--- src/rtl/smx_pkg.sv ---
`default_nettype none

package smx_pkg;

  localparam int WORD_W          = 64;
  localparam int OPND_W          = 32;
  localparam int FUNC_W          = 2;
  localparam int IP_W            = 16;
  localparam int DEPTH_OUT_W     = 9;
  localparam int PLEN_W          = 16;
  localparam int STACK_DEPTH_DEF = 256;

  localparam int TDATA_IN_W  = ((FUNC_W + OPND_W + 7) / 8) * 8;
  localparam int RES_BITS    = 2 + WORD_W + 1 + IP_W + DEPTH_OUT_W;
  localparam int TDATA_OUT_W = ((RES_BITS + 7) / 8) * 8;

  localparam logic [IP_W-1:0] IP_MAX = '1;

  typedef enum logic [FUNC_W-1:0] {
    FN_PUSH = 2'd0,
    FN_PLUS = 2'd1,
    FN_DUMP = 2'd2,
    FN_HALT = 2'd3
  } func_t;

  typedef enum logic [1:0] {
    ST_OK        = 2'd0,
    ST_OVERFLOW  = 2'd1,
    ST_UNDERFLOW = 2'd2,
    ST_ILLEGAL   = 2'd3
  } status_t;

  typedef struct packed {
    status_t                status;
    logic [WORD_W-1:0]      dumped_value;
    logic                   dump_valid;
    logic                   stopped;
    logic [IP_W-1:0]        next_ip;
    logic [DEPTH_OUT_W-1:0] stack_depth;
  } smx_result_t;

endpackage

`default_nettype wire

--- src/rtl/smx_in_reg.sv ---
`default_nettype none

module smx_in_reg
  import smx_pkg::*;
(
  input  wire logic                  clk,
  input  wire logic                  rst,
  input  wire logic                  s_tvalid,
  output logic                       s_tready,
  input  wire logic [TDATA_IN_W-1:0] s_tdata,  // func, push_operand, zero pad
  input  wire logic                  take,
  output logic                       valid,
  output func_t                      func,
  output logic [OPND_W-1:0]          operand
);

  assign s_tready = !valid || take;

  always_ff @(posedge clk) begin
    if (rst) begin
      valid <= 1'b0;
    end else if (s_tvalid && s_tready) begin
      valid <= 1'b1;
    end else if (take) begin
      valid <= 1'b0;
    end
  end

  always_ff @(posedge clk) begin
    if (s_tvalid && s_tready) begin
      func    <= func_t'(s_tdata[FUNC_W-1:0]);
      operand <= s_tdata[FUNC_W +: OPND_W];
    end
  end

endmodule

`default_nettype wire

--- config.mk ---
export PLATFORM = sky130hd
export DESIGN_NAME = smx_in_reg
export DESIGN_NICKNAME = d
export VERILOG_FILES = /design/src/rtl/smx_pkg.sv /design/src/rtl/smx_in_reg.sv
export SDC_FILE = /design/constraint.sdc
export NUM_CORES = 1
export LEC_CHECK = 0
export CAP_MARGIN = 20
export CORE_UTILIZATION = 30
export CTS_CLUSTER_DIAMETER = 200
export DETAILED_ROUTE_END_ITERATION = 16
export DONT_BUFFER_PORTS = 1
export PLACE_DENSITY_LB_ADDON = 0.2
export SYNTH_ARGS = -nofsm -noshare
export SYNTH_HDL_FRONTEND = slang
export SYNTH_SLANG_ARGS = --single-unit
export TNS_END_PERCENT = 30
--- constraint.sdc ---
create_clock -name clk -period 1.84 [get_ports clk]
set_clock_uncertainty 0.1 [all_clocks]
set_input_delay 0.368 -clock clk [delete_from_list [all_inputs] [get_ports clk]]
set_output_delay 0.368 -clock clk [all_outputs]
set_load 0.01 [all_outputs]
-- Word-level counts from Yosys, hierarchy flattened
Index checks and enable logic that the tools add are counted.
- register bits after elaboration: 35
- output and inout port bits: 36
- input bits: 44
- word-level logic and storage cells: 9
- mux-type cells: 2
- reduce and logical (&&, ||, !) cells: 4
- operators with widths (operator ; count):
    two-way mux 1 bit ; 2
    nonzero test 2 bit ; 1
    logical AND 1 bit ; 1
    zero test 1 bit ; 1
    logical OR 1 bit ; 1

-- Logic depth before layout (Yosys ltp)
- depth in word-level cells: 4
- depth in mapped cells: 2
- gate-level depth less buffers: 2

-- Worst setup path before layout
OpenSTA, ideal clock, no wires.
- path type: input -> register
- start: in take
- end: reg func[0], enable pin
- library setup time: 343 ps
- slack: 542 ps
- arrival: 855 ps
- path buffers: 0
- data required time: 1397 ps
- cell stages on the path: 2
- cells stage by stage: nand2b_4 > and2_4
- longest elaborated chain between the ends: 2
- RTL lines (element ; line ; source):
    start, declared ; smx_in_reg.sv:11 ; input wire logic take,
    logical OR 1 bit ; smx_in_reg.sv:17 ; assign s_tready = !valid || take;
    logical AND 1 bit ; smx_in_reg.sv:30 ; if (s_tvalid && s_tready) begin
    end signal, assigned ; smx_in_reg.sv:31 ; func <= func_t'(s_tdata[FUNC_W-1:0]);
    end, declared ; smx_in_reg.sv:13 ; output func_t func,
Every way passes these cells.
A chain may end at the register's enable or synchronous reset.

-- Worst setup path after layout
- start: reg valid
- end: reg operand[14], enable pin
- longest elaborated chain between the ends: 3
- RTL lines (element ; line ; source):
    start, declared ; smx_in_reg.sv:12 ; output logic valid,
    start signal, assigned ; smx_in_reg.sv:21 ; valid <= 1'b0;
    start signal, assigned ; smx_in_reg.sv:23 ; valid <= 1'b1;
    start signal, assigned ; smx_in_reg.sv:25 ; valid <= 1'b0;
    zero test 1 bit ; smx_in_reg.sv:17 ;
    logical OR 1 bit ; smx_in_reg.sv:17 ;
    via s_tready ; smx_in_reg.sv:9 ; output logic s_tready,
    logical AND 1 bit ; smx_in_reg.sv:30 ;
    end signal, assigned ; smx_in_reg.sv:32 ; operand <= s_tdata[FUNC_W +: OPND_W];
    end, declared ; smx_in_reg.sv:14 ; output logic [OPND_W-1:0] operand
The timed path passes the listed nets, and every way through them passes these cells.

==> impl_results.md <==
* Status: finished, final reports clean
* Sequential fraction of design power at about three fifths
* Finished layout cell area at ~0.0016 mm^2
* Chip Height at approximately 62 um
* Critical path arrival at roughly 1.3 ns
* Maximum clock rate at ~730 MHz
* Total track usage at around 8.7%
* Initial antenna violation count at 0
* Critical R2R Capture: operand[14]
* Dpl ws at 0.427 ns
* Worst Hold Path Cells at 2
* Final worst setup slack at approximately 0.47 ns
* DP Area at about 0.0011 mm^2
* Maximum vdd drop at about 0.5 mV
* Max Cap Viol at 0
* Die ar. at between 0.003 and 0.004 mm^2
* Cell area after synthesis at between 0.001 and 0.0015 mm^2
* Sw Pwr at between 300 and 400 uW
* Total clock sinks at 35
* Clock slew at reported path FFs at ~0.1 ns
* Number of global-route vias before repair at approximately 380
* Top cells by area, synth: edfxtp_1, dfxtp_1, nand2b_4
* Final Hold Viols at 0
* Period minus WS final at 1.37 ns
* Average wire per standard cell at about 14 um
* Initial DRC count at 36
* Startpoint Class: register
* Commonest non-fill, non-tap cell in the layout: dlygate4sd3_1
* Routed wire length at 1790 um
* Synth top area share at about 95%
* P_int at between 1 and 1.5 mW
* RSZ-0062 raised after global routing: false
* Combinational power share at 5.3%
* Clock root cell: clkbuf_4
* Diodes inserted at 0
* DRC violation count after routing at 0
* TritonCTS buffer count at 5
* Deepest level of the CTS H-tree at 2
* Req. time, crit path at between 1.5 and 2 ns
* Die W at 61.9 um
* Total gr overflow at 0
* Crit share post-route at about three quarters
* Final setup TNS at 0 ns
* Layout cells sized above 1 at around an eighth
* Final Wtd Congestion at 0.581
* Reg2reg setup slack at 0.47 ns
* # port buffers at 0
* Clock group share of total power at between 30% and 40%
* Relative slew slack at about 70%
* Register-to-Register Path Depth at 2
* Area leader, netlist: edfxtp_1
* Starting density of the core at a little under a third
* PostCTS Resize Cnt at 0
* Yosys cell types at 6
* Core area at about 0.0034 mm^2
* First drt pass iteration count at 3
* Vias per inst at approximately 4.1
* Synthesized area per cell at 27.6 um^2
* Via Count at ~530
* Syn_nets at 83
* Critical path fanouts, max at 34
* Row count at 21
* Pins Over Slew Limit at 0
* #FFs+latches synth at 35
* Most frequent cells in the layout: dlygate4sd3_1, edfxtp_1, clkbuf_4
* Hold buffers post-CTS at 1
* NumNets Final at between 100 and 150
* Final setup violation count at 0
* Worst-Margin Slew at about 0.42 ns
* Ports at 80
* Register area share after synthesis at 96.7%
* Largest net degree at the start of global routing at 35
* Global-route wire length before repair at roughly 2000 um
* Sw frac at about a fifth
* HP Class: input port to register
* Min-delay src: s_tvalid
* Cells after Synth at 39
* Crit Path Category: register to register
* Worst Hold End: valid
* CTS tree: built
* Setup crit end kind: register
* Detail Route Antenna Nets at 0
* PD cells at 1020 mW/mm^2
* LEAKAGE at ~0.55 nW
* Synth-to-layout area growth at 45.3%
* Reg-to-Reg Start: valid
* Setup Buffers After CTS at 0
* Worst-Skew Late Latency at 0.32 ns
* Bufs on Longest Clock Path at 2
* Yosys warns at 0
[worst max path at each step]
stage	startpoint	slack, ns	to
2_1_floorplan	take	0.54	func[0]
3_3_place_gp	take	0.47	operand[1]
3_5_place_dp	take	0.43	operand[29]
4_1_cts	valid	0.44	operand[1]
5_1_grt	valid	0.40	operand[14]
6_report	valid	0.47	operand[14]
[kinds of logic after synthesis]
logic type | count (synthesis) | synth area share, %
compound gates | 1 | 0.814
simple gates | 2 | 2.09
flops | 35 | 96.7
buf+inv | 1 | 0.349
[flip-flops by register name (all words and copies together), names as in the netlist]
name,count
valid,1
func,2
operand,32
[synth_stat cells]
library cell,number
a21oi_2,1
and2_4,1
dfxtp_1,1
edfxtp_1,34
inv_1,1
nand2b_4,1
[worst max-delay path, cell delays in order (launching register included)]
cell and delay, ns:
dfxtp_1 0.38, nand2b_4 0.12, and2_4 0.43
[routing by layer]
metal	wire length [um]	GRT usage (%)
met1	659	7.52
met2	928	12.7
met3	187	9.11
met4	12	4.76
met5	0	0
[per-stage QoR]
step	power, mW	hold WS [ns]	std cells	utilization [%]
global placement	1.02	0.332	85	33.4
detailed placement	1.02	0.333	85	33.4
finish	1.59	0.0710	128	46.1
floorplan	1.00	0.330	39	-
CTS	1.56	0.00635	94	36.1
global route	1.66	0.0484	128	46.1
[cell type report]
cell class	instances	area [um^2]
sequential	35	1040
fill	293	1830
inverter	1	3.75
tap	46	57.6
clock buffer	5	37.5
multi-input combinational	3	31.3
clock inverter	3	42.5
timing repair buffer	35	350
[power groups by stage]
stage / Combinational [mW] / Clock [mW] / Sequential (mW)
floorplan: 0.0200 / 0 / 0.985
global placement: 0.0232 / 0 / 0.993
detailed placement: 0.0255 / 0 / 0.993
CTS: 0.0272 / 0.560 / 0.975
global route: 0.0915 / 0.592 / 0.979
finish: 0.0834 / 0.533 / 0.973
No activity file was read; power rests on OpenSTA's default activity.
