File: config.mk
export PLATFORM = sky130hd
export DESIGN_NAME = smx_core
export DESIGN_NICKNAME = d
export VERILOG_FILES = /design/src/rtl/smx_pkg.sv /design/src/rtl/smx_core.sv
export SDC_FILE = /design/constraint.sdc
export NUM_CORES = 1
export LEC_CHECK = 0
export BUFFER_PORTS_ARGS = -buffer_cell sky130_fd_sc_hd__buf_2
export CAP_MARGIN = 20
export CORE_ASPECT_RATIO = 1.25
export CORE_MARGIN = 2
export CORE_UTILIZATION = 56
export DETAILED_ROUTE_END_ITERATION = 6
export GPL_ROUTABILITY_DRIVEN = 0
export MAX_ROUTING_LAYER = met4
export PLACE_DENSITY = 0.83
export SYNTH_ARGS = -nofsm -noshare
export SYNTH_HDL_FRONTEND = slang
export SYNTH_SLANG_ARGS = --single-unit
File: constraint.sdc
create_clock -name clk -period 12.15 [get_ports clk]
set_input_delay 0.6075 -clock clk [delete_from_list [all_inputs] [get_ports clk]]
set_output_delay 0.6075 -clock clk [all_outputs]
set_load 0.005 [all_outputs]
File: src/rtl/smx_pkg.sv
`default_nettype none

package smx_pkg;

  localparam int WORD_W          = 64;
  localparam int OPND_W          = 32;
  localparam int FUNC_W          = 2;
  localparam int IP_W            = 16;
  localparam int DEPTH_OUT_W     = 9;
  localparam int PLEN_W          = 16;
  localparam int STACK_DEPTH_DEF = 256;

  localparam int TDATA_IN_W  = ((FUNC_W + OPND_W + 7) / 8) * 8;
  localparam int RES_BITS    = 2 + WORD_W + 1 + IP_W + DEPTH_OUT_W;
  localparam int TDATA_OUT_W = ((RES_BITS + 7) / 8) * 8;

  localparam logic [IP_W-1:0] IP_MAX = '1;

  typedef enum logic [FUNC_W-1:0] {
    FN_PUSH = 2'd0,
    FN_PLUS = 2'd1,
    FN_DUMP = 2'd2,
    FN_HALT = 2'd3
  } func_t;

  typedef enum logic [1:0] {
    ST_OK        = 2'd0,
    ST_OVERFLOW  = 2'd1,
    ST_UNDERFLOW = 2'd2,
    ST_ILLEGAL   = 2'd3
  } status_t;

  typedef struct packed {
    status_t                status;
    logic [WORD_W-1:0]      dumped_value;
    logic                   dump_valid;
    logic                   stopped;
    logic [IP_W-1:0]        next_ip;
    logic [DEPTH_OUT_W-1:0] stack_depth;
  } smx_result_t;

endpackage

`default_nettype wire

File: src/rtl/smx_core.sv
`default_nettype none

module smx_core
  import smx_pkg::*;
#(
  parameter int STACK_DEPTH = STACK_DEPTH_DEF,
  parameter int AW          = $clog2(STACK_DEPTH),
  parameter int SPW         = $clog2(STACK_DEPTH + 1)
) (
  input  wire logic              clk,
  input  wire logic              rst,
  input  wire logic              cfg_we,
  input  wire logic [PLEN_W-1:0] cfg_data,
  input  wire logic              exec,
  input  wire func_t             func,
  input  wire logic [OPND_W-1:0] operand,
  input  wire logic [WORD_W-1:0] rd_data,
  output logic                   mem_we,
  output logic [AW-1:0]          mem_waddr,
  output logic [WORD_W-1:0]      mem_wdata,
  output logic [AW-1:0]          mem_raddr,
  output smx_result_t            result
);

  localparam logic [SPW-1:0] SP_FULL = SPW'(STACK_DEPTH);
  localparam logic [SPW-1:0] SP_ONE  = SPW'(1);
  localparam logic [SPW-1:0] SP_TWO  = SPW'(2);
  localparam logic [SPW-1:0] SP_TRI  = SPW'(3);

  // top = entry sp-1, second = entry sp-2, memory holds the rest;
  // rd_data always holds entry sp-3
  logic [PLEN_W-1:0] program_length;
  logic [SPW-1:0]    sp, sp_next;
  logic [IP_W-1:0]   ip, ip_next;
  logic [WORD_W-1:0] top, top_next;
  logic [WORD_W-1:0] second, second_next;
  logic              stopped, stopped_next;
  status_t           fstat, fstat_next;
  logic [WORD_W-1:0] opnd_ext;
  logic [WORD_W-1:0] dumped;
  logic              dval;
  logic [SPW-1:0]    waddr_full, raddr_full;

  assign opnd_ext = {{(WORD_W-OPND_W){operand[OPND_W-1]}}, operand};

  always_comb begin
    sp_next      = sp;
    ip_next      = ip;
    top_next     = top;
    second_next  = second;
    stopped_next = stopped;
    fstat_next   = fstat;
    mem_we       = 1'b0;
    dumped       = '0;
    dval         = 1'b0;
    if (exec && !stopped) begin
      fstat_next   = ST_OK;
      stopped_next = 1'b0;
      if (ip >= program_length) begin
        fstat_next   = ST_ILLEGAL;
        stopped_next = 1'b1;
      end else begin
        if (ip != IP_MAX) begin
          ip_next = ip + IP_W'(1);
        end
        unique case (func)
          FN_PUSH: begin
            if (sp >= SP_FULL) begin
              fstat_next   = ST_OVERFLOW;
              stopped_next = 1'b1;
            end else begin
              top_next    = opnd_ext;
              second_next = top;
              sp_next     = sp + SP_ONE;
              mem_we      = (sp >= SP_TWO);
            end
          end
          FN_PLUS: begin
            if (sp < SP_TWO) begin
              // fewer than two words: a lone word is still popped
              fstat_next   = ST_UNDERFLOW;
              stopped_next = 1'b1;
              sp_next      = '0;
            end else begin
              top_next    = top + second;
              second_next = rd_data;
              sp_next     = sp - SP_ONE;
            end
          end
          FN_DUMP: begin
            if (sp == '0) begin
              fstat_next   = ST_UNDERFLOW;
              stopped_next = 1'b1;
            end else begin
              dumped      = top;
              dval        = 1'b1;
              top_next    = second;
              second_next = rd_data;
              sp_next     = sp - SP_ONE;
            end
          end
          FN_HALT: begin
            stopped_next = 1'b1;
          end
          default: begin
            stopped_next = 1'b1;
          end
        endcase
      end
    end
  end

  assign waddr_full = sp - SP_TWO;
  assign raddr_full = sp_next - SP_TRI;
  assign mem_waddr  = waddr_full[AW-1:0];
  assign mem_wdata  = second;
  assign mem_raddr  = raddr_full[AW-1:0];

  always_ff @(posedge clk) begin
    if (rst) begin
      program_length <= '0;
      sp             <= '0;
      ip             <= '0;
      stopped        <= 1'b0;
      fstat          <= ST_OK;
    end else begin
      if (cfg_we) begin
        program_length <= cfg_data;
      end
      sp      <= sp_next;
      ip      <= ip_next;
      stopped <= stopped_next;
      fstat   <= fstat_next;
    end
  end

  always_ff @(posedge clk) begin
    top    <= top_next;
    second <= second_next;
  end

  always_comb begin
    result.status       = fstat_next;
    result.dumped_value = dumped;
    result.dump_valid   = dval;
    result.stopped      = stopped_next;
    result.next_ip      = ip_next;
    result.stack_depth  = DEPTH_OUT_W'(sp_next);
  end

endmodule

`default_nettype wire

== Word-level counts from Yosys, hierarchy flattened ==
Index checks and enable logic that the tools add are counted.
Widths: inputs -> output; s select.

* Register bits: 172
* Output and inout bits: 174
* Logic and storage cells: 72

* Order comparisons: 4
* Equal/unequal tests: 7
* Multiplexer cells: 41
* Add/subtract/negate cells: 6
* Reduce and logical (&&, ||, !) cells: 6
* Bitwise operators: 1

{| class="wikitable"
|+ Operators by type and width
! kind !! count
|-
| $mux 64 || 10
|-
| $pmux 64 s3 || 2
|-
| $add 64x64->64 || 1
|-
| $mux 16 || 3
|-
| $mux 9 || 5
|-
| $pmux 9 s3 || 1
|-
| $add 16x1->16 const B || 1
|-
| $ge 16x16->1 || 1
|-
| $ne 16x16->1 const B || 1
|-
| $sub 8x2->8 const B || 2
|-
| $mux 1 || 14
|-
| $add 9x1->9 const B || 1
|-
| $ge 9x2->1 const B || 1
|-
| $ge 9x9->1 const B || 1
|-
| $logic_not 9->1 || 1
|-
| $lt 9x2->1 const B || 1
|-
| $sub 9x1->9 const B || 1
|-
| $mux 2 || 4
|-
| $ne 2x2->1 const B || 3
|-
| $pmux 2 s3 || 1
|-
| $reduce_and 6->1 || 1
|-
| $eq 2x2->1 const B || 2
|-
| $pmux 1 s4 || 1
|-
| $reduce_bool 3->1 || 1
|-
| other kinds (5) || 5
|}

== Depth between registers and ports, before layout ==
* Word-level depth: 6
* Depth in mapped cells: 14
* Depth with buffers taken out: 14

== Worst setup path after synthesis ==
Ideal clock, no wire load.

* Kind: register to register
* Start: register program_length[5]
* End: register second[0] (netlist: mem_wdata[0]) (enable)
* Slack: 0.967 ns
* Required time: 11.377 ns
* Setup time: 0.773 ns
* Data arrival time: 10.410 ns
* Cell stages (with the launch flop): 10
* Cell sequence: dfxtp_1 inv_1 ha_1 and3_1 a221oi_1 o211ai_1 a31oi_1 o211ai_1 clkbuf_1 nor3_1

* Word-level cells in the longest chain between the ends: 3

{| class="wikitable"
|+ RTL lines
! element !! line !! RTL
|-
| start: declaration || smx_core.sv:32 || <nowiki>logic [PLEN_W-1:0] program_length;</nowiki>
|-
| start signal: assignment || smx_core.sv:128 || <nowiki>program_length <= cfg_data;</nowiki>
|-
| $ge 16x16->1 || smx_core.sv:59 || <nowiki>if (ip >= program_length) begin</nowiki>
|-
| $not 1->1 (no line) || n/a ||
|-
| $reduce_and 6->1 (no line) || n/a ||
|-
| end signal: assignment || smx_core.sv:139 || <nowiki>second <= second_next;</nowiki>
|-
| end: declaration || smx_core.sv:36 || <nowiki>logic [WORD_W-1:0] second, second_next;</nowiki>
|}

Every way passes these cells.
A chain may end at the register's enable or synchronous reset.

== Worst setup path in the final report ==
* Start: register program_length[5]
* End: output port mem_raddr[7]

* Word-level cells in the longest chain between the ends: 4

{| class="wikitable"
|+ RTL lines
! element !! line !! RTL
|-
| $ge 16x16->1 || smx_core.sv:59 ||
|-
| $mux 9 || smx_core.sv:59 ||
|-
| $mux 9 || smx_core.sv:56 || <nowiki>if (exec && !stopped) begin</nowiki>
|-
| $sub 8x2->8 || smx_core.sv:114 || <nowiki>assign raddr_full = sp_next - SP_TRI;</nowiki>
|-
| end: declaration || smx_core.sv:21 || <nowiki>output logic [AW-1:0] mem_raddr,</nowiki>
|}

Every way passes these cells.

==> metrics.md <==
| Metric | Value |
|---|---|
| Ys async rst share | 0 |
| Boundary Pins | 292 |
| DRC Markers | 0 |
| Pwr Total | between 2 and 2.5 mW |
| Period utilization | 0.4160 |
| Post-DP HPWL | 25130 µm |
| Root Driver | clkbuf_16 |
| Via count | 11.65k |
| Total core area | 22130 µm² |
| Worst-path cell chain | inv_1, ha_1, and3_1, a221oi_1, o211ai_1, a31oi_1, o211ai_1, buf_4, nor2_1, nand3_1, a22o_1, a21oi_1, nand3_1, xnor2_1, buf_2 |
| Status | completed |
| Fmax | 197.9 MHz |
| Min-delay worst type | in -> reg |
| Crit path DAT | 4450 ps |
| Sequential Power Share | 0.371 |
| Cells after Synth | between 1k and 1.5k |
| Routed Antenna Nets | 0 |
| Worst clock skew | about 13 ps |
| Register Area | 4725 µm² |
| Die area | 23700 µm² |
| Worst Hold End | program_length[4] |
| Startpoint Class | flip-flop |
| 1st-pass router iterations | 5 |
| Seq/Total Area, Yosys | 0.3754 |
| Crit Path Max Fanout | 17 |
| Dpl cell area | 14180 µm² |
| CP Data Required Time | roughly 12000 ps |
| Post-Place Cells | 1862 |
| Switching power | between 700 and 800 µW |
| Max-Cap Viols | 0 |
| R2R cell count | 12 |
| Synthesis-to-finish area growth | 17.51% |
| Finished Cell Area | 14790 µm² |
| Hold Path Depth | 3 |
| Grt ovf | 0 |
| Iteration-0 DRC Markers | 868 |
| Sw Share | 0.3539 |
| GRT Total Usage | 0.2890 |
| Largest net degree at the start of global routing | 79 |
| Final setup vio count | 0 |
| Routed len/inst | 18.24 µm |
| Setup CP Type | reg -> out |
| EDFF count, synth | about 130 |
| Crit path largest cell delay | 700 ps |
| Clk_lat worst skew | around 440 ps |
| First-pass GRT wire length | 54170 µm |
| Final WL | 34590 µm |
| Post-synth net total | 1569 |
| VDD IR-drop max | 0.1158 mV |
| Comb pwr share | 0.349 |
| Vias in the first global route | around 11k |
| Post CTS Setup Buffer Count | 0 |
| Row cnt | 61 |
| Worst R2R End | top[60] |
| RSZ-0062 raised after global routing | no |
| Port Buf Inserts | 291 |
| Synth Register Bits | 172 |
| Layout cells sized above 1 | 0.2557 |
| Worst Max-Slew Pin Slew | 1018 ps |
| Multi-input gate area | 7402 µm² |
| WP buf/inv | 3 |
| Final worst slack | between 7000 and 8000 ps |
| Synth Area per Inst | 9.268 µm² |
| Dpl ws | 7677 ps |
| Non-filler instance count after layout | between 1.5k and 2k |
| Leak Pwr | between 6 and 7 nW |
| Delay-heaviest family, CP | compound AO/OA/AOI/OAI gates |
| CP Capture Type | output port |
| Internal power | 1.308 mW |
| Reg clk slew, reported paths | 70 ps |
| Antenna violations before repair | 3 |
| Die W | approximately 140 µm |
| R2R Setup Slk | between 7000 and 8000 ps |
| Final Hold Fails | 0 |
| Synthesized area | 12590 µm² |
| CTS Sinks | 172 |
| Die Y | approximately 170 µm |
| Power share of the clock group | 0.281 |
| Post-cts repair resize count | 0 |
| FILL cells | 1745 |
| Worst r2r src | mem_wdata[12] |
| Crit path time final | 5054 ps |
| TritonCTS clock tree | done |
| PwrDens | 136.9 nW/µm² |
| Fin util | 0.6682 |
| Synth cell types | between 60 and 70 |
| Hold-fix buffers, CTS | 0 |
| Max Slew Vio Count | 0 |
| CTS H-tree lvls | 4 |
| CTS Buf Count | 17 |
| Drt via density | 6.140 |
| Setup TNS | 0 ps |
| Worst hold slack | 400.6 ps |
| Yosys Warn Count | 0 |
| Relative slew slack | 0.3211 |
| Clock tree buffer depth | 2 |
| Starting Density | 0.5686 |
| Hold Path Origin | cfg_data[4] |
| Post-synth top flop | edfxtp_1 |
| Slowest-stage cell, CP | nor2_1 |
| Post-layout net count | 1809 |
-- registers in the layout, summed over array words and instances (netlist names) --
name            flops
sp                  9
stopped             1
mem_wdata          64
program_length     16
ip                 16
fstat               2
top                64
-- synth_stat cells, types with 13 or more instances --
cell type | n | area (µm²)
mux2i_1 | 18 | 180.2
and2_1 | 69 | 431.7
edfxtp_1 | 128 | 3844
xnor2_1 | 48 | 420.4
and3_1 | 13 | 81.33
nor2b_1 | 37 | 231.5
o21ai_0 | 64 | 320.3
nand4_1 | 21 | 131.4
a22oi_1 | 32 | 240.2
inv_1 | 48 | 180.2
mux2_2 | 63 | 709.4
nor2_1 | 100 | 375.4
nand2_1 | 88 | 330.3
a21oi_1 | 147 | 735.7
ha_1 | 92 | 1151
dfxtp_1 | 44 | 880.8
a31oi_1 | 16 | 100.1
clkbuf_1 | 63 | 236.5
nor3_1 | 18 | 90.09
xor2_1 | 33 | 289.0
nand3_1 | 25 | 125.1
a21o_1 | 44 | 330.3
-- cells in the final DEF, fill, tap and decap left out, types with 10 or more instances in the layout --
cell type / n
a21oi_1: 147
nand3_1: 25
a22oi_1: 32
clkbuf_16: 18
dfxtp_1: 44
ha_1: 90
o21ai_0: 63
nor2b_1: 36
nor3_1: 17
o21bai_1: 11
buf_2: 291
xnor2_1: 48
a21o_1: 44
xor2_1: 33
edfxtp_1: 128
nand4_1: 21
mux2i_1: 18
inv_1: 48
nand2_1: 88
mux2_2: 63
a31oi_1: 16
nor2_1: 99
and2_1: 69
and3_1: 13
o211ai_1: 10
-- logic make-up (layout without fill, tap and decap cells) --
kind of cell             Yosys count  in the layout  synth area share
AO/OA/AOI/OAI                    405            405            0.2065
XOR/XNOR                          81             81           0.05637
adder cells (fa/ha/maj)           93             93           0.09305
buffers and inverters            127            380           0.03917
flip-flops                       172            172            0.3754
multiplexers                      81             81           0.07068
other                              0              3                 0
AND/OR/NAND/NOR                  399            399            0.1589
-- power groups by stage --
stage / Clock, mW / Sequential (mW) / Combinational [mW]
after CTS: 0.573 / 0.749 / 0.698
after global routing: 0.597 / 0.756 / 0.776
after global placement: 0 / 0.760 / 0.676
final: 0.569 / 0.751 / 0.706
after floorplan: 0 / 0.760 / 0.500
after detailed placement: 0 / 0.762 / 0.692
-- worst max path at each step --
| stage | startpoint | endpoint | cells after the start |
|---|---|---|---|
| finish | program_length[5] | mem_raddr[7] | 15 |
| global route | program_length[5] | mem_raddr[4] | 15 |
| CTS | program_length[5] | mem_raddr[7] | 15 |
| detailed placement | program_length[5] | mem_raddr[7] | 15 |
| global placement | program_length[5] | mem_raddr[4] | 15 |
| floorplan | program_length[5] | mem_wdata[0] | 9 |
-- per-layer routing --
layer | vias to the layer above | global-route usage | wire (µm)
li1 | 5481 | - | -
met1 | 5512 | 0.3341 | 13700
met2 | 557 | 0.5022 | 17350
met3 | 98 | 0.05067 | 2389
met4 | 0 | 0.1167 | 1149
met5 | - | - | 0
-- area by class of cell --
class,count,area share
Multi-Input combinational cell,1059,0.5005
Sequential cell,172,0.3195
Timing Repair Buffer,300,0.1030
Clock buffer,18,0.03046
Tap cell,283,0.02394
Inverter,48,0.01218
Clock inverter,14,0.009898
Antenna cell,3,0.0005076
-- worst min-delay path, stage by stage --
cell and delay, ps:
buf_2 70, mux2i_1 50, nor2_1 70
(Power assumes the default switching activity.)
