$ cat config.mk
export PLATFORM = sky130hd
export DESIGN_NAME = smx_out_reg
export DESIGN_NICKNAME = d
export VERILOG_FILES = /design/src/rtl/smx_pkg.sv /design/src/rtl/smx_out_reg.sv
export SDC_FILE = /design/constraint.sdc
export NUM_CORES = 1
export LEC_CHECK = 0
export ABC_AREA = 1
export BUFFER_PORTS_ARGS = -buffer_cell sky130_fd_sc_hd__buf_2
export CAP_MARGIN = 10
export CELL_PAD_IN_SITES_DETAIL_PLACEMENT = 0
export CELL_PAD_IN_SITES_GLOBAL_PLACEMENT = 1
export CORE_AREA = 4 4 96 98
export CTS_CLUSTER_DIAMETER = 100
export DETAILED_ROUTE_END_ITERATION = 16
export DIE_AREA = 0 0 100 102
export GPL_ROUTABILITY_DRIVEN = 0
export PLACE_DENSITY_LB_ADDON = 0.1
export SLEW_MARGIN = 20
export SYNTH_ARGS = -nofsm -noshare
export SYNTH_HDL_FRONTEND = slang
export SYNTH_SLANG_ARGS = --single-unit
$ cat constraint.sdc
create_clock -name clk -period 1.1 [get_ports clk]
set_input_delay 0.11 -clock clk [delete_from_list [all_inputs] [get_ports clk]]
set_output_delay 0.11 -clock clk [all_outputs]
set_load 0.03 [all_outputs]
$ cat src/rtl/smx_pkg.sv
`default_nettype none

package smx_pkg;

  localparam int WORD_W          = 64;
  localparam int OPND_W          = 32;
  localparam int FUNC_W          = 2;
  localparam int IP_W            = 16;
  localparam int DEPTH_OUT_W     = 9;
  localparam int PLEN_W          = 16;
  localparam int STACK_DEPTH_DEF = 256;

  localparam int TDATA_IN_W  = ((FUNC_W + OPND_W + 7) / 8) * 8;
  localparam int RES_BITS    = 2 + WORD_W + 1 + IP_W + DEPTH_OUT_W;
  localparam int TDATA_OUT_W = ((RES_BITS + 7) / 8) * 8;

  localparam logic [IP_W-1:0] IP_MAX = '1;

  typedef enum logic [FUNC_W-1:0] {
    FN_PUSH = 2'd0,
    FN_PLUS = 2'd1,
    FN_DUMP = 2'd2,
    FN_HALT = 2'd3
  } func_t;

  typedef enum logic [1:0] {
    ST_OK        = 2'd0,
    ST_OVERFLOW  = 2'd1,
    ST_UNDERFLOW = 2'd2,
    ST_ILLEGAL   = 2'd3
  } status_t;

  typedef struct packed {
    status_t                status;
    logic [WORD_W-1:0]      dumped_value;
    logic                   dump_valid;
    logic                   stopped;
    logic [IP_W-1:0]        next_ip;
    logic [DEPTH_OUT_W-1:0] stack_depth;
  } smx_result_t;

endpackage

`default_nettype wire

$ cat src/rtl/smx_out_reg.sv
`default_nettype none

module smx_out_reg
  import smx_pkg::*;
(
  input  wire logic                   clk,
  input  wire logic                   rst,
  input  wire logic                   load,
  input  wire smx_result_t            result,
  output logic                        can_load,
  output logic                        m_tvalid,
  input  wire logic                   m_tready,
  // status, dumped_value, stopped, next_ip, stack_depth, zero pad
  output logic [TDATA_OUT_W-1:0]      m_tdata,
  output logic                        m_tuser  // dump_valid
);

  assign can_load = !m_tvalid || m_tready;

  always_ff @(posedge clk) begin
    if (rst) begin
      m_tvalid <= 1'b0;
    end else if (can_load) begin
      m_tvalid <= load;
    end
  end

  always_ff @(posedge clk) begin
    if (load) begin
      m_tdata <= {{(TDATA_OUT_W-RES_BITS){1'b0}}, result.stack_depth, result.next_ip,
                  result.stopped, result.dumped_value, result.status};
      m_tuser <= result.dump_valid;
    end
  end

endmodule

`default_nettype wire

[Word level (Yosys, flattened, before mapping)]
Index checks and enable logic that the tools add are counted.
Storage, ports and cells
  bits of input ports: 97
  word-level logic and storage cells: 5
  flip-flop bits (word level): 94
Cells by class
  reduce and logical (&&, ||, !) cells: 2
Operator list (count)
  zero test 1 bit: 1
  logical OR 1 bit: 1

[Depth between registers and ports, before layout]
Gate-level depths: netlist (run 1).
  depth in word-level cells: 2
  mapped depth: 3
  gate-level depth less buffers: 3

[Worst setup path after synthesis (run 1)]
No wires, ideal clock.
  kind: flip-flop to flip-flop
  start: register m_tvalid
  end: register m_tvalid
  stages on the path, launching flop included: 3
  data required time: 1.034 ns
  path buffers: 0
  library setup time: 0.066 ns
  period minus slack after synthesis: 0.906 ns
  arrival time: 0.840 ns
  path slack: 0.194 ns
  cell sequence: dfxtp_1 nand2_2 a21oi_2
On the way
  cells in the longest elaborated chain, start to end: 2
RTL lines
  from (decl): RTL line smx_out_reg.sv:11  | output logic m_tvalid,
  from (signal assigned): RTL line smx_out_reg.sv:24  | m_tvalid <= load;
  zero test 1 bit: RTL line smx_out_reg.sv:18  | assign can_load = !m_tvalid || m_tready;
  logical OR 1 bit: RTL line smx_out_reg.sv:18
  named net can_load: RTL line smx_out_reg.sv:10  | output logic can_load,
The timed path passes the listed nets, and every way through them passes these cells.
A chain may end at the register's enable or synchronous reset.

[Worst setup path in the final report (run 1)]
  start: register m_tvalid
  end: output port can_load
On the way
  cells in the longest elaborated chain, start to end: 2
RTL lines (RTL line)
  zero test 1 bit: smx_out_reg.sv:18
  logical OR 1 bit: smx_out_reg.sv:18
  to (decl): smx_out_reg.sv:10
No other way between the ends.

==> results of run 1 <==
[how the worst max path moves through the flow]
stage,from,end,slack [ns]
detailed placement,load,m_tdata[44],0.18
CTS,m_tvalid,can_load,0.03
finish,m_tvalid,can_load,0.06
floorplan,m_tvalid,m_tvalid,0.19
global route,m_tvalid,can_load,0.004
global placement,load,m_tdata[12],0.19
[kinds of logic after synthesis]
kind of cell | share of synthesized area
compound gates | 0.003053
buf+inv | 0.01308
flops | 0.9804
other cells | 0.001307
simple gates | 0.002182
[stage by stage]
stage / worst slack, ns / util / power, mW
after floorplan: 0.1940 / - / 5.022
after global placement: 0.1872 / 0.4732 / 5.523
after detailed placement: 0.1843 / 0.4732 / 5.537
after CTS: 0.03272 / 0.6095 / 8.184
after global routing: 0.003928 / 0.6097 / 8.450
final: 0.05975 / 0.6097 / 8.084
[sequential cells by signal, summed over array words and instances (netlist names)]
| signal | count |
|---|---|
| m_tuser | 1 |
| m_tvalid | 1 |
| m_tdata | 92 |
[critical path, cell delays in order (launching register included)]
cell and delay [ns]:
dfxtp_2 0.33, nand2_2 0.07, buf_2 0.19
[layout make-up]
| type | instances | area (um2) |
|---|---|---|
| clock buffer | 9 | 123.9 |
| clock inverter | 7 | 88.84 |
| fill | 661 | 3304 |
| inverter | 2 | 7.507 |
| multi-input combinational | 6 | 30.03 |
| sequential | 94 | 2814 |
| tap | 108 | 135.1 |
| timing repair buffer | 290 | 1962 |
[routing by layer]
layer  vias to the layer above  share of wire  GRT usage
met4                         0          0.026    0.06736
li1                        997              -          -
met2                       120           0.54     0.2642
met3                        15          0.088    0.04573
met1                       972           0.35     0.1439
met5                         -              0          0
[cells in the final DEF (no fill, tap or decap)]
cell | Yosys | layout
a21oi_2 | 1 | 1
buf_12 | 0 | 2
buf_2 | 0 | 190
buf_4 | 4 | 4
bufinv_16 | 0 | 2
clkbuf_8 | 0 | 9
clkinv_1 | 0 | 2
clkinv_2 | 0 | 1
clkinv_4 | 0 | 1
clkinvlp_4 | 0 | 1
conb_1 | 1 | 4
dfxtp_2 | 0 | 1
dlygate4sd3_1 | 0 | 94
edfxtp_1 | 93 | 93
inv_1 | 2 | 2
nand2_2 | 1 | 1
[what timing repair did]
item | CTS | global route
resized for setup | 0 | 1
endpoints found under the setup margin | 0 | 1
hold endpoints to repair | 94 | 0
hold buffers | 94 | 0
[power by group]
part | internal (mW) | leakage, nW | switching, mW | total [mW]
Clock | 1.27 | 0.104 | 1.11 | 2.38
Sequential | 4.24 | 0.919 | 0.0607 | 4.30
Combinational | 0.541 | 1.20 | 0.862 | 1.40
Total | 6.05 | 2.23 | 2.04 | 8.08
==> summary.txt, run 1 <==
Pwr
  • Max IR drop VDD: 0.7102 mV
  • PwrDens: 1566 mW/mm2
  • Pleak: 2.228 nW

Synthesis
  • Seq cells post-synth: 94
  • Share of flip-flops with an asynchronous set or reset: 0
  • Top_reg_cell synth: edfxtp_1
  • Synth cell types: 7
  • Top post-synthesis cells by area: edfxtp_1, buf_4, dfxtp_1
  • Synth Area per Inst: 27.85 um2
  • Proportion of netlist area held by the largest area contributor: 0.9734
  • Seq/Total Area, Yosys: 0.9804
  • Commonest cells post-synth: edfxtp_1, buf_4, inv_1
  • Warning count from the yosys run: 0
  • Most common cell in the netlist: edfxtp_1
  • Post-synth top area cell: edfxtp_1
  • Mapped cell area: 0.002869 mm2
  • Post-synth EDFFs: 93
  • Mapped Cells: 103

Min path
  • Min-Delay Endpoint: m_tvalid
  • Worst Min Path Start: m_tready
  • Hold Path Class: input port to flop
  • Number of stages on the worst hold path: 4

Die
  • CORE AREA: 0.008466 mm2
  • DIE WIDTH: 100 um
  • I/O Pins: 196
  • Row cnt: 34
  • Die extent in y: 102 um
  • Die ar.: 0.01020 mm2
  • Starting Density: 0.3389

Drt
  • 1st-pass router iterations: 4
  • First DRT Iteration DRCs: 47
  • Via density: 4.078
  • Vias: 2104
  • DRC Markers: 0
  • Final ANT Viol Nets: 0
  • Final wirelength: 7.439 mm
  • Wire per inst: 14.42 um

Global routing
  • Total GRT Usage: 0.1420
  • Largest net degree at the start of global routing: 34
  • Initial antenna violation count: 0
  • Number of global-route vias before repair: 2240
  • Total grt overflow: 0
  • First-pass GRT wire length: 10.77 mm

Job
  • Max Cap Violations: 0

Clock tree
  • CTS buffer count: 9
  • CTS tree: done
  • Worst-case clock buffer depth: 2
  • Setup Buffers After CTS: 0
  • Worst-path clk slew: 0.08 ns
  • Clk root buf: clkbuf_8
  • Sink Count: 94
  • H-Tree Depth: 3
  • Clock latency on the worst-skew pair: 0.33 ns

Timing
  • Final Max Tran Viols: 0
  • Final setup TNS: 0 ns
  • # setup viols final: 0
  • Final hold violations: 0
  • Worst hold margin: 0.02425 ns
  • Fmax: 961.3 MHz
  • Fin crit share: 0.9457
  • Fin crit period: 1.040 ns
  • Setup Skew: 0 ns
  • RSZ-0062 raised after global routing: false

Critical path
  • Arr. time, crit path: 0.93 ns
  • Worst-path fanout max: 2
  • Critical Path Source Type: flop
  • Reg2Reg Setup Slack: 0.54 ns
  • WP data required: 0.99 ns
  • Reg-to-Reg Start: m_tvalid
  • RR Endpoint: m_tvalid
  • R2r worst-path depth: 2
  • Critical path endpoint category: output port
  • Setup CP Type: flop to output port

Place
  • Port Buffers: 191
  • Placed Area: 0.004006 mm2
  • DPL Wire Length: 5.112 mm
  • Placed cells: 406

Cells and area
  • Layout cells sized above 1: 0.5221
  • Layout area overhead: 79.90%
  • Diode count: 0
  • Nets: 500
  • Design area: 0.005161 mm2
  • Non-filler cells, final: 516

Run status
  • Status: completed
Power figures use the tool's default switching activity.
==> run 2, diff against run 1 <==
SETUP_SLACK_MARGIN = 0.5   (was default)
==> summary.txt, run 2 (same netlist as run 1, synthesis figures left out) <==
Run status
  • Status: finished, violations left
  • Failing checks: negative hold slack

Global routing
  • Total grt overflow: 0 (unchanged)
  • Number of global-route vias before repair: 1801 (-20%)
  • Total GRT Usage: 0.1293 (-0.01269)
  • First-pass GRT wire length: 9.570 mm (-11%)
  • Initial antenna violation count: 0 (unchanged)
  • Largest net degree at the start of global routing: 30 (-12%)

Critical path
  • Origin of the worst setup path: m_tdata[11]
  • Critical path's top delay family: flip-flops
  • CP Depth: 1 (-1)
  • Crit path cell chain: buf_6
  • Worst-path fanout max: 1 (-1)
  • CP max stage delay: 0.41 ns (+0.08 ns)
  • Reg-to-Reg Start: m_tvalid
  • WP data required: 0.99 ns (about the same)
  • CP Buf/Inv Count: 1 (unchanged)
  • Slowest stage cell on the critical path: edfxtp_1
  • Arr. time, crit path: 0.91 ns (-0.02 ns)
  • Critical path endpoint category: output port
  • R2r worst-path depth: 2 (unchanged)
  • Critical Path Source Type: flop
  • Setup CP Type: flop to output port

Timing
  • Worst setup margin: 0.07905 ns (+0.01930 ns)
  • Worst hold margin: -0.06839 ns (-0.09264 ns)
  • Setup Skew: 0 ns (unchanged)
  • # setup viols final: 0 (unchanged)
  • Final hold violations: 93 (+93)
  • Fmax: 979.5 MHz (+1.9%)
  • RSZ-0062 raised after global routing: true
  • Fin crit share: 0.9281 (-0.01755)
  • Final Max Tran Viols: 0 (unchanged)
  • Final setup TNS: 0 ns (unchanged)
  • Fin crit period: 1.021 ns (-0.01930 ns)

Clock tree
  • CTS buffer count: 9 (unchanged)
  • # hold bufs at CTS: 1 (-99%)
  • CTS tree: done
  • Clk root buf: clkbuf_8
  • Worst-case clock buffer depth: 2 (unchanged)
  • Sink Count: 94 (unchanged)
  • H-Tree Depth: 3 (unchanged)
  • Clock latency on the worst-skew pair: 0.34 ns (about the same)
  • Worst-path clk slew: 0.09 ns (about the same)

Die
  • CORE AREA: 0.008466 mm2 (unchanged)
  • DIE WIDTH: 100 um (unchanged)
  • Row cnt: 34 (unchanged)
  • Starting Density: 0.3389 (unchanged)
  • I/O Pins: 196 (unchanged)
  • Die ar.: 0.01020 mm2 (unchanged)
  • Die extent in y: 102 um (unchanged)

Pwr
  • Sequential Power Share: 0.532 (about the same)
  • Max IR drop VDD: 0.8502 mV (+20%)
  • Clk network pwr share: 0.292 (-0.002)
  • Combinational Power Share: 0.176 (+0.003)
  • Net switching power: 2.077 mW (+2.0%)
  • PwrDens: 1702 mW/mm2 (+8.7%)
  • Switching Fraction: 0.2523 (+0.0004081)
  • Pleak: 2.033 nW (-8.8%)
  • Internal power: 6.156 mW (+1.8%)

Job
  • Max Cap Violations: 0 (unchanged)

Drt
  • DRC Markers: 0 (unchanged)
  • Vias: 1728 (-18%)
  • Via density: 4.114 (+0.90%)
  • First DRT Iteration DRCs: 61 (+30%)
  • 1st-pass router iterations: 4 (unchanged)
  • Final wirelength: 6.896 mm (-7.3%)
  • Wire per inst: 16.42 um (+14%)
  • Final ANT Viol Nets: 0 (unchanged)

Place
  • DPL Wire Length: 5.240 mm (+2.5%)
  • Place WS: 0.1877 ns (+0.003431 ns)
  • Port Buffers: 191 (unchanged)

Cells and area
  • Layout cells sized above 1: 0.6763 (+0.1542)
  • Regs by FF count: m_tdata x92, m_tuser x1, m_tvalid x1
  • Most frequent cells in the layout: buf_2, buf_6, edfxtp_1
  • Max FFs per register: 92 (unchanged)
  • Nets: 405 (-19%)
  • Biggest register: m_tdata
  • Layout area overhead: 68.60%
  • Diode count: 0 (unchanged)
  • FILL cells: 691 (+4.5%)

Min path
  • Hold Path Class: input port to flop
  • Worst Min Path Start: result[51]
  • Number of stages on the worst hold path: 1 (-3)
run 2: changes by cell type in the layout (fill, tap and decap cells not counted), moves of 3 or more:
cell           change
buf_2             -95
buf_4              -3
buf_6             +95
dlygate4sd3_1     -93
run 2: area by class of cell:
cell class / count / area [um2] / share of cell area
tap: 108 / 135.1 / 0.02794
clock buffer: 9 / 123.9 / 0.02561
sequential: 94 / 2816 / 0.5823
timing repair buffer: 195 / 1623 / 0.3355
multi-input combinational: 6 / 43.79 / 0.009053
clock inverter: 6 / 87.58 / 0.01811
inverter: 2 / 7.507 / 0.001552
run 2: layer usage:
layer / GRT usage / vias up / share of wire / routed length (um)
li1: - / 804 / - / -
met1: 0.1370 / 817 / 0.33 / 2282
met2: 0.2196 / 100 / 0.53 / 3669
met3: 0.07099 / 7 / 0.13 / 872
met4: 0.04560 / 0 / 0.010 / 72
met5: 0 / - / 0 / 0
run 2: repair_timing:
action | 4_1_cts | 5_1_grt
resized for setup | 190 | 0
buffers inserted | 0 | 0
hold endpoints to repair | 94 | 93
setup endpoints to repair | 95 | 96
run 2: power groups by stage:
stage	clock (mW)	sequential [mW]	combinational [mW]
CTS	2.49	4.38	1.47
finish	2.40	4.38	1.45
floorplan	0	4.99	0.0414
global placement	0	4.38	1.15
detailed placement	0	4.39	1.15
global route	2.66	4.41	1.51
run 2: final timing paths:
check / end / slack [ns]
max reg2reg: m_tvalid / 0.51
max: m_tdata[11] / 0.08
min reg2reg: m_tvalid / 0.49
min: m_tdata[26] / -0.07
run 2: metrics by stage:
step / utilization / instance area [um2] / hold WS [ns] / total power [mW] / std cells
after floorplan: - / 2898 / 0.1633 / 5.028 / 106
after global routing: 0.5714 / 4837 / -0.09862 / 8.587 / 420
final: 0.5714 / 4837 / -0.06839 / 8.233 / 420
after detailed placement: 0.4750 / 4021 / 0.2629 / 5.545 / 404
after CTS: 0.5714 / 4837 / -0.09263 / 8.348 / 420
after global placement: 0.4750 / 4021 / 0.2621 / 5.527 / 404
==> run 3, diff against run 2 <==
CORE_AREA = 4 4 79 118   (was 4 4 96 98)
DIE_AREA = 0 0 83 122   (was 0 0 100 102)
clock period = 1.3 ns   (was 1.1 ns; I/O delays follow)
==> summary.txt, run 3 (same netlist as run 1, synthesis figures left out) <==
Clock tree
  • CTS buffer count: 9 (unchanged)
  • H-Tree Depth: 3 (unchanged)
  • Worst-path clk slew: 0.06 ns (-0.03 ns)
  • Clock latency on the worst-skew pair: 0.33 ns (about the same)
  • CTS tree: done
  • Sink Count: 94 (unchanged)
  • Clk root buf: clkbuf_16
  • Worst-case clock buffer depth: 2 (unchanged)

Cells and area
  • Nets: 498 (+23%)
  • Max FFs per register: 92 (unchanged)
  • Most frequent cells in the layout: buf_2, buf_6, dlygate4sd3_1
  • Design area: 0.005801 mm2 (+20%)
  • FILL cells: 545 (-21%)
  • Fin util: 0.6980 (+0.1266)
  • Regs by FF count: m_tdata x92, m_tuser x1, m_tvalid x1
  • Biggest register: m_tdata
  • Diode count: 0 (unchanged)
  • Layout area overhead: 102.2%
  • Layout cells sized above 1: 0.5111 (-0.1652)
  • Non-filler cells, final: 512 (+22%)

Die
  • Row cnt: 41 (+21%)
  • Die extent in y: 122 um (+20%)
  • DIE WIDTH: 83 um (-17%)
  • Starting Density: 0.3452 (+0.006327)
  • I/O Pins: 196 (unchanged)
  • CORE AREA: 0.008310 mm2 (-1.8%)
  • Die ar.: 0.01013 mm2 (-0.73%)

Drt
  • Final ANT Viol Nets: 0 (unchanged)
  • Wire per inst: 15.16 um (-7.7%)
  • DRC Markers: 0 (unchanged)
  • First DRT Iteration DRCs: 127 (+110%)
  • Via density: 4.061 (-1.3%)
  • 1st-pass router iterations: 4 (unchanged)
  • Vias: 2079 (+20%)
  • Final wirelength: 7.763 mm (+13%)

Global routing
  • Largest net degree at the start of global routing: 53 (+77%)
  • Total grt overflow: 0 (unchanged)
  • Initial antenna violation count: 0 (unchanged)
  • First-pass GRT wire length: 11.54 mm (+21%)
  • Total GRT Usage: 0.1537 (+0.02434)
  • Number of global-route vias before repair: 2190 (+22%)

Critical path
  • Critical path's top delay family: flip-flops
  • Setup CP Type: flop to output port
  • WP data required: 1.17 ns (+0.18 ns)
  • CP Buf/Inv Count: 1 (unchanged)
  • Arr. time, crit path: 0.92 ns (about the same)
  • Critical Path Source Type: flop
  • Worst-path fanout max: 1 (unchanged)
  • Crit path cell chain: buf_6
  • Critical path endpoint category: output port
  • Slowest stage cell on the critical path: edfxtp_1
  • CP max stage delay: 0.42 ns (about the same)

Timing
  • Setup Skew: 0 ns (unchanged)
  • Worst setup margin: 0.2513 ns (+0.1723 ns)
  • Final setup TNS: 0 ns (unchanged)
  • Worst hold margin: 0.1480 ns (+0.2164 ns)
  • Fmax: 953.6 MHz
  • # setup viols final: 0 (unchanged)
  • Fin crit share: 0.8067
  • Fin crit period: 1.049 ns
  • RSZ-0062 raised after global routing: true
  • Final hold violations: 0 (-100%)
  • Final Max Tran Viols: 0 (unchanged)

Min path
  • Hold Path Class: input port to flop

Run status
  • Status: completed

Pwr
  • Total power: 7.603 mW (-7.7%)
  • PwrDens: 1311 mW/mm2 (-23%)
  • Pleak: 2.446 nW (+20%)
  • Max IR drop VDD: 0.8549 mV (+0.56%)

Place
  • DPL Wire Length: 4.877 mm (-6.9%)
  • Placed Area: 0.003984 mm2 (-0.93%)
  • Place WS: 0.4410 ns (+0.2533 ns)
  • Placed cells: 402 (-0.50%)
  • Port Buffers: 191 (unchanged)

Job
  • Max Cap Violations: 0 (unchanged)
==> run 3: changes by cell type in the layout (fill, tap and decap cells not counted), sizes merged <==
cell	previous run	this run
clkinvlp	2	0
clkbuf	9	13
clkinv	2	1
dlygate4sd3	1	94
bufinv	2	1
==> run 3: worst paths after layout <==
check | startpoint | to | slack, ns | cells after the start
max | m_tdata[1] | m_tdata[1] | 0.25 | 1
min | m_tready | m_tvalid | 0.15 | 5
max reg2reg | m_tvalid | m_tvalid | 0.61 | 3
min reg2reg | m_tvalid | m_tvalid | 0.57 | 3
==> run 3: area by class of cell <==
| class | count | area (um2) | share of cell area |
|---|---|---|---|
| clock buffer | 13 | 240.2 | 0.04141 |
| clock inverter | 2 | 33.78 | 0.005824 |
| inverter | 2 | 7.507 | 0.001294 |
| multi-input combinational | 6 | 30.03 | 0.005177 |
| sequential | 94 | 2814 | 0.4851 |
| tap | 107 | 133.9 | 0.02308 |
| timing repair buffer | 288 | 2541 | 0.4381 |
==> run 3: layer usage <==
layer	global-route usage	wire length (um)
met1	0.1523	2583
met2	0.2786	4386
met3	0.06563	634
met4	0.06646	158
met5	0	0
==> run 3: repair_timing <==
action / 4_1_cts / 5_1_grt
endpoints found under the setup margin: 95 / 95
hold endpoints to repair: 94 / 0
hold buffers: 94 / 0
setup buffers: 0 / 1
pin swaps: 0 / 1
resized for setup: 188 / 2
==> run 3: power by group <==
group          total [mW]  internal, mW  switching, mW  leakage [nW]
Combinational        1.45         0.720          0.727          1.40
Sequential           3.71          3.60          0.109         0.919
Clock                2.44          1.48          0.967         0.131
